<file path="src/hdl/bmsirq_pkg.sv">
// Package for the bank mapper with scanline interrupt counter.
// Holds operation codes, register write decode codes and the bank mask helper.
// No dependencies.
package bmsirq_pkg;

  localparam int unsigned AddrW   = 16;
  localparam int unsigned ValueW  = 8;
  localparam int unsigned OffsetW = 21;
  localparam int unsigned BitsW   = 4;
  localparam int unsigned NumBank = 8;

  typedef enum logic [1:0] {
    OP_CPU_WRITE = 2'd0,
    OP_TICK      = 2'd1,
    OP_PRG_XLATE = 2'd2,
    OP_CHR_XLATE = 2'd3
  } op_e;

  // Write decode key: address bits 15..13 and bit 0.
  localparam logic [3:0] WR_SELECT   = 4'b1000;
  localparam logic [3:0] WR_BANK     = 4'b1001;
  localparam logic [3:0] WR_MIRROR   = 4'b1010;
  localparam logic [3:0] WR_PROTECT  = 4'b1011;
  localparam logic [3:0] WR_LATCH    = 4'b1100;
  localparam logic [3:0] WR_CLEAR    = 4'b1101;
  localparam logic [3:0] WR_IRQ_OFF  = 4'b1110;
  localparam logic [3:0] WR_IRQ_ON   = 4'b1111;

  // Configuration register indexes.
  localparam logic CFG_PRG_BITS = 1'b0;
  localparam logic CFG_CHR_BITS = 1'b1;

  localparam logic [ValueW-1:0] BANK_SECOND_LAST = 8'hFE;
  localparam logic [ValueW-1:0] BANK_LAST        = 8'hFF;

  // Mask for a power-of-two bank count; counts above 8 bits saturate.
  function automatic logic [ValueW-1:0] bank_mask(input logic [BitsW-1:0] bits);
    logic [3:0] b;
    logic [8:0] m;
    b = (bits > 4'd8) ? 4'd8 : bits;
    m = (9'd1 << b) - 9'd1;
    return m[ValueW-1:0];
  endfunction

endpackage

</file>
<file path="src/hdl/bank_mapper_scanline_irq_unit.sv">
// Bank mapper with scanline interrupt counter: one module, two register stages.
// Each beat passes the input register, then the result register.
// Throughput: one beat per cycle while out_ready_i is not held low; the mapper state
// updates as an item leaves the input register, so the next item sees it at once.
// Reset: asynchronous, active low; bank state clears, mirroring resets horizontal,
// program bank bits reset to 1 and character bank bits to 3.
module bank_mapper_scanline_irq_unit (
  input  logic                           clk_i,
  input  logic                           rst_ni,
  input  logic                           cfg_we_i,
  input  logic                           cfg_index_i,
  input  logic [bmsirq_pkg::BitsW-1:0]   cfg_data_i,
  input  logic                           in_valid_i,
  output logic                           in_ready_o,
  input  logic [1:0]                     operation_i,
  input  logic [bmsirq_pkg::AddrW-1:0]   address_i,
  input  logic [bmsirq_pkg::ValueW-1:0]  value_i,
  output logic                           out_valid_o,
  input  logic                           out_ready_i,
  output logic                           irq_line_o,
  output logic                           mirror_horizontal_o,
  output logic                           mapped_valid_o,
  output logic [bmsirq_pkg::OffsetW-1:0] mapped_address_o
);
  import bmsirq_pkg::*;

  // Configuration.
  logic [BitsW-1:0] prg_bits_q, chr_bits_q;

  // Input register.
  logic              in_valid_q;
  logic [1:0]        op_q;
  logic [AddrW-1:0]  addr_q;
  logic [ValueW-1:0] value_q;

  // Mapper state.
  logic [ValueW-1:0] select_q, select_d;
  logic [ValueW-1:0] bank_q [NumBank];
  logic [ValueW-1:0] bank_d [NumBank];
  logic [ValueW-1:0] reload_q, reload_d;
  logic [ValueW-1:0] count_q, count_d;
  logic              irq_on_q, irq_on_d;
  logic              pending_q, pending_d;
  logic              mirror_q, mirror_d;

  // Result register.
  logic               out_valid_q;
  logic               irq_q, mir_out_q, mvalid_q;
  logic [OffsetW-1:0] maddr_q;

  logic               advance;
  logic               xl_valid;
  logic [OffsetW-1:0] xl_addr;
  logic [3:0]         wr_key;
  logic [ValueW-1:0]  prg_bank, chr_bank;
  logic [12:0]        chr_a;
  logic [2:0]         slot;

  assign advance    = in_valid_q && (!out_valid_q || out_ready_i);
  assign in_ready_o = !in_valid_q || advance;
  assign wr_key     = {addr_q[15:13], addr_q[0]};

  always_comb begin
    select_d  = select_q;
    bank_d    = bank_q;
    reload_d  = reload_q;
    count_d   = count_q;
    irq_on_d  = irq_on_q;
    pending_d = pending_q;
    mirror_d  = mirror_q;
    case (op_q)
      OP_CPU_WRITE: begin
        if (addr_q[15]) begin
          case (wr_key)
            WR_SELECT:  select_d = value_q;
            WR_BANK:    bank_d[select_q[2:0]] = value_q;
            WR_MIRROR:  mirror_d = value_q[0];
            WR_LATCH:   reload_d = value_q;
            WR_CLEAR:   count_d = '0;
            WR_IRQ_OFF: begin
              irq_on_d  = 1'b0;
              pending_d = 1'b0;
            end
            WR_IRQ_ON:  irq_on_d = 1'b1;
            default:    ;
          endcase
        end
      end
      OP_TICK: begin
        count_d = (count_q == '0) ? reload_q : count_q - 8'd1;
        if (irq_on_q && count_d == '0) begin
          pending_d = 1'b1;
        end
      end
      default: ;
    endcase
  end

  // Program window: bit 6 of select swaps the first and third windows.
  always_comb begin
    case (addr_q[14:13])
      2'd0:    prg_bank = select_q[6] ? BANK_SECOND_LAST : bank_q[6];
      2'd1:    prg_bank = bank_q[7];
      2'd2:    prg_bank = select_q[6] ? bank_q[6] : BANK_SECOND_LAST;
      default: prg_bank = BANK_LAST;
    endcase
  end

  // Character window: bit 7 of select swaps the two 4 KB halves.
  assign chr_a = {addr_q[12] ^ select_q[7], addr_q[11:0]};
  assign slot  = chr_a[12:10];

  always_comb begin
    case (slot)
      3'd0:    chr_bank = {bank_q[0][7:1], 1'b0};
      3'd1:    chr_bank = {bank_q[0][7:1], 1'b1};
      3'd2:    chr_bank = {bank_q[1][7:1], 1'b0};
      3'd3:    chr_bank = {bank_q[1][7:1], 1'b1};
      3'd4:    chr_bank = bank_q[2];
      3'd5:    chr_bank = bank_q[3];
      3'd6:    chr_bank = bank_q[4];
      default: chr_bank = bank_q[5];
    endcase
  end

  always_comb begin
    xl_valid = 1'b0;
    xl_addr  = '0;
    case (op_q)
      OP_PRG_XLATE: begin
        if (addr_q[15]) begin
          xl_valid = 1'b1;
          xl_addr  = {prg_bank & bank_mask(prg_bits_q), addr_q[12:0]};
        end
      end
      OP_CHR_XLATE: begin
        if (addr_q[15:13] == 3'd0) begin
          xl_valid = 1'b1;
          xl_addr  = {3'd0, chr_bank & bank_mask(chr_bits_q), addr_q[9:0]};
        end
      end
      default: ;
    endcase
  end

  always_ff @(posedge clk_i or negedge rst_ni) begin
    if (!rst_ni) begin
      prg_bits_q <= 4'd1;
      chr_bits_q <= 4'd3;
    end else if (cfg_we_i) begin
      case (cfg_index_i)
        CFG_PRG_BITS: prg_bits_q <= cfg_data_i;
        CFG_CHR_BITS: chr_bits_q <= cfg_data_i;
        default:      ;
      endcase
    end
  end

  always_ff @(posedge clk_i or negedge rst_ni) begin
    if (!rst_ni) begin
      in_valid_q <= 1'b0;
    end else if (in_ready_o) begin
      in_valid_q <= in_valid_i;
    end
  end

  always_ff @(posedge clk_i) begin
    if (in_ready_o && in_valid_i) begin
      op_q    <= operation_i;
      addr_q  <= address_i;
      value_q <= value_i;
    end
  end

  always_ff @(posedge clk_i or negedge rst_ni) begin
    if (!rst_ni) begin
      select_q  <= '0;
      bank_q    <= '{default: '0};
      reload_q  <= '0;
      count_q   <= '0;
      irq_on_q  <= 1'b0;
      pending_q <= 1'b0;
      mirror_q  <= 1'b1;
    end else if (advance) begin
      select_q  <= select_d;
      bank_q    <= bank_d;
      reload_q  <= reload_d;
      count_q   <= count_d;
      irq_on_q  <= irq_on_d;
      pending_q <= pending_d;
      mirror_q  <= mirror_d;
    end
  end

  always_ff @(posedge clk_i or negedge rst_ni) begin
    if (!rst_ni) begin
      out_valid_q <= 1'b0;
    end else if (advance) begin
      out_valid_q <= 1'b1;
    end else if (out_ready_i) begin
      out_valid_q <= 1'b0;
    end
  end

  always_ff @(posedge clk_i) begin
    if (advance) begin
      irq_q     <= pending_d;
      mir_out_q <= mirror_d;
      mvalid_q  <= xl_valid;
      maddr_q   <= xl_addr;
    end
  end

  assign out_valid_o         = out_valid_q;
  assign irq_line_o          = irq_q;
  assign mirror_horizontal_o = mir_out_q;
  assign mapped_valid_o      = mvalid_q;
  assign mapped_address_o    = maddr_q;

endmodule

</file>
<file path="config.mk">
export PLATFORM = sky130hd
export DESIGN_NAME = bank_mapper_scanline_irq_unit
export DESIGN_NICKNAME = d
export VERILOG_FILES = /design/src/hdl/bmsirq_pkg.sv /design/src/hdl/bank_mapper_scanline_irq_unit.sv
export SDC_FILE = /design/constraint.sdc
export NUM_CORES = 1
export LEC_CHECK = 0
export BUFFER_PORTS_ARGS = -buffer_cell sky130_fd_sc_hd__buf_2
export CAP_MARGIN = 20
export CORE_MARGIN = 1
export CORE_UTILIZATION = 30
export CTS_BUF_LIST = sky130_fd_sc_hd__clkbuf_2
export DETAILED_ROUTE_END_ITERATION = 16
export REMOVE_ABC_BUFFERS = 1
export SLEW_MARGIN = 30
export SYNTH_ARGS = -nofsm -noshare
export SYNTH_HDL_FRONTEND = slang
export SYNTH_SLANG_ARGS = --single-unit
</file>
<file path="constraint.sdc">
create_clock -name clk_i -period 2.6 [get_ports clk_i]
set_clock_uncertainty 0.1 [all_clocks]
set_input_delay 0.52 -clock clk_i [delete_from_list [all_inputs] [get_ports clk_i]]
set_output_delay 0.52 -clock clk_i [all_outputs]
set_load 0.1 [all_outputs]
</file>
==> metrics.csv <==
metric,value,unit
crit_path_end_kind,primary output,
globalRouteTotalUtil,13.9,%
cellPowerDensity,679,mW/mm2
syn_avg_cell_area,13.2,um2
fin_util,36.6,%
dp_hpwl,10200,um
grt_pass1_vias,4414,
htree_levels,4,
vias,4334,
drc,0,
vdd_drop_max,0.000255,V
sequentialPowerShare,54.0,%
antenna_left,0,
async_flop_share,65.8,%
post-route-min-period,2.35,ns
rsz0062_at_grt,no,
synth.most_common_cell,dfrtp_1,
maxCapViolations,0,
clock_latency,0.70,ns
p_switching,1850,uW
ios,62,
fp.coreArea,0.0213,mm2
finalMaxSlewViolations,0,
clk_pin_slew,0.21,ns
wl,14600,um
dieWidth,150,um
dieArea,0.0226,mm2
p_leak,0.00347,uW
arrival,1.73,ns
grt.busiest_layer,met2,
fmax,426,MHz
required,1.98,ns
synth_top_area_share,34.8,%
grt_util_met3,4.00,%
gp_congestion,0.832,
grtUsageMet2,22.1,%
portBuffers,61,
drt-initial-drc-count,237,
clockBufferDepth,2,
synthCells,499,
slew_headroom,62.5,%
start_kind,input pin,
dr.pass1.iters,6,
ys_warn_count,0,
swShare,35.0,%
synth_top_area_cell,dfrtp_1,
hold_viol,0,
cts_buffers,17,
synthFlopType,dfrtp_1,
ys_seq_elements,146,
root_buffer,clkbuf_2,
antenna_found_initial,0,
synth_commonest_cells,"92 x dfrtp_1, 88 x mux2_2, 50 x edfxtp_1",
final_nets,637,
wire_per_inst,16.5,um
area_growth,17.9,%
ys_seq_area_share,59.1,%
diodes,0,
synth-edff-count,50,
die_h,150,um
status,completed,
grt_pass1_wl,23600,um
hold_path.class,input pin to register,
grt_max_degree,41,
tritoncts,yes,
syn_area,0.00661,mm2
gr-total-overflow,0,
fin_total_pwr,5290,uW
setup_ws,0.251,ns
setup_viol,0,
yosys.cell_types.count,65,
tightest_slew,0.562,ns
drive_above_1_share,35.2,%
routed_via_density,4.90,
start_util,31.1,%
min_period_over_period,90.4,%
pwr-share-clk,22.1,%
rows,53,
dpl_worst_slack,0.275,ns
global_route.usage.met1,18.3,%
worst-path-max-fanout,3,
combPwrFrac,23.9,%
cts_resized,0,
worstSetupPathType,input pin to primary output,
yosys-top-cells-area,"dfrtp_1 35%, edfxtp_1 23%, mux2_2 15%",
intPower,3440,uW
numClockSinks,146,
## worst paths after layout
path / slack (ns) / startpoint / to / cells after the start
max: 0.25 / out_ready_i / in_ready_o / 4
max reg2reg: 0.30 / count_q[0] / irq_line_o / 7
min in group asynchronous: 0.20 / rst_ni / count_q[1] / 2
max in group asynchronous: 1.51 / rst_ni / bank_q[53] / 3
min reg2reg: 0.38 / mirror_q / mirror_q / 2
min: 0.16 / cfg_we_i / chr_bits_q[0] / 3
## state kept, by name, summed over array words and instances, names as in the netlist, 2 cells and up
signal            flops
count_q               8
addr_q               16
select_q              5
prg_bits_q            4
op_q                  2
mapped_address_o     21
chr_bits_q            4
reload_q              8
value_q               8
bank_q               62
## layout make-up
type | count | area, um2
Clock buffer | 19 | 95.1
Clock inverter | 13 | 114
Fill cell | 2064 | 13500
Inverter | 6 | 22.5
Multi-Input combinational cell | 319 | 2560
Sequential cell | 146 | 3910
Tap cell | 275 | 344
Timing Repair Buffer | 107 | 751
## through the flow
| stage | setup TNS, ns | hold slack [ns] | area (um2) | std cells |
|---|---|---|---|---|
| floorplan | -14.07 | 0.124 | 6490 | 471 |
| global placement | 0 | 0.350 | 7240 | 819 |
| detailed placement | 0 | 0.359 | 7240 | 819 |
| CTS | 0 | 0.0704 | 7790 | 885 |
| global route | 0 | 0.0611 | 7790 | 885 |
| finish | 0 | 0.159 | 7790 | 885 |
## power by group through the flow
stage	Clock, uW	Combinational, uW	Sequential [uW]
2_1_floorplan	0	703	3070
3_3_place_gp	0	1200	2890
3_5_place_dp	0	1230	2900
4_1_cts	1230	1270	2860
5_1_grt	1330	1410	2900
6_report	1170	1270	2860
## layer usage
| metal | up-vias | share of wire, % | wire length, um |
|---|---|---|---|
| met2 | 93 | 48 | 6970 |
| met4 | 0 | 0.99 | 145 |
| met5 | - | 0 | 0 |
| met3 | 14 | 6.2 | 900 |
| met1 | 2175 | 45 | 6590 |
| li1 | 2052 | - | - |
## logic make-up (layout without fill, tap and decap cells)
group	after synthesis	in the layout	synth area share, %
DFF	146	146	59.1
AOI/OAI and AO/OA	69	69	6.62
xor gates and xnor gates	5	5	0.663
and+or+nand+nor	143	143	13.4
muxes	98	98	17.3
adders and majority gates	4	4	0.757
buffers and inverters	34	145	2.18
## critical path: stages
cell and delay, ns:
dlygate4sd3_1 0.54, buf_2 0.10, nand3b_1 0.13, buf_2 0.44
## layout by cell type, fill, tap and decap left out, types with 10 or more instances in the layout
cell type,count
edfxtp_1,50
nand2b_1,10
dfrtp_1,92
nand2_1,30
o21ai_0,26
dlygate4sd3_1,34
clkbuf_2,19
nor3_1,11
buf_2,60
buf_4,12
mux2_2,88
a21oi_1,10
nor2_1,23
and2_1,12
## what timing repair did
item / CTS / global route
setup endpoints to repair: 0 / 0
hold endpoints to repair: 74 / 0
hold buffers: 34 / 0
setup buffers: 0 / 0
Power figures use the tool's default switching activity.
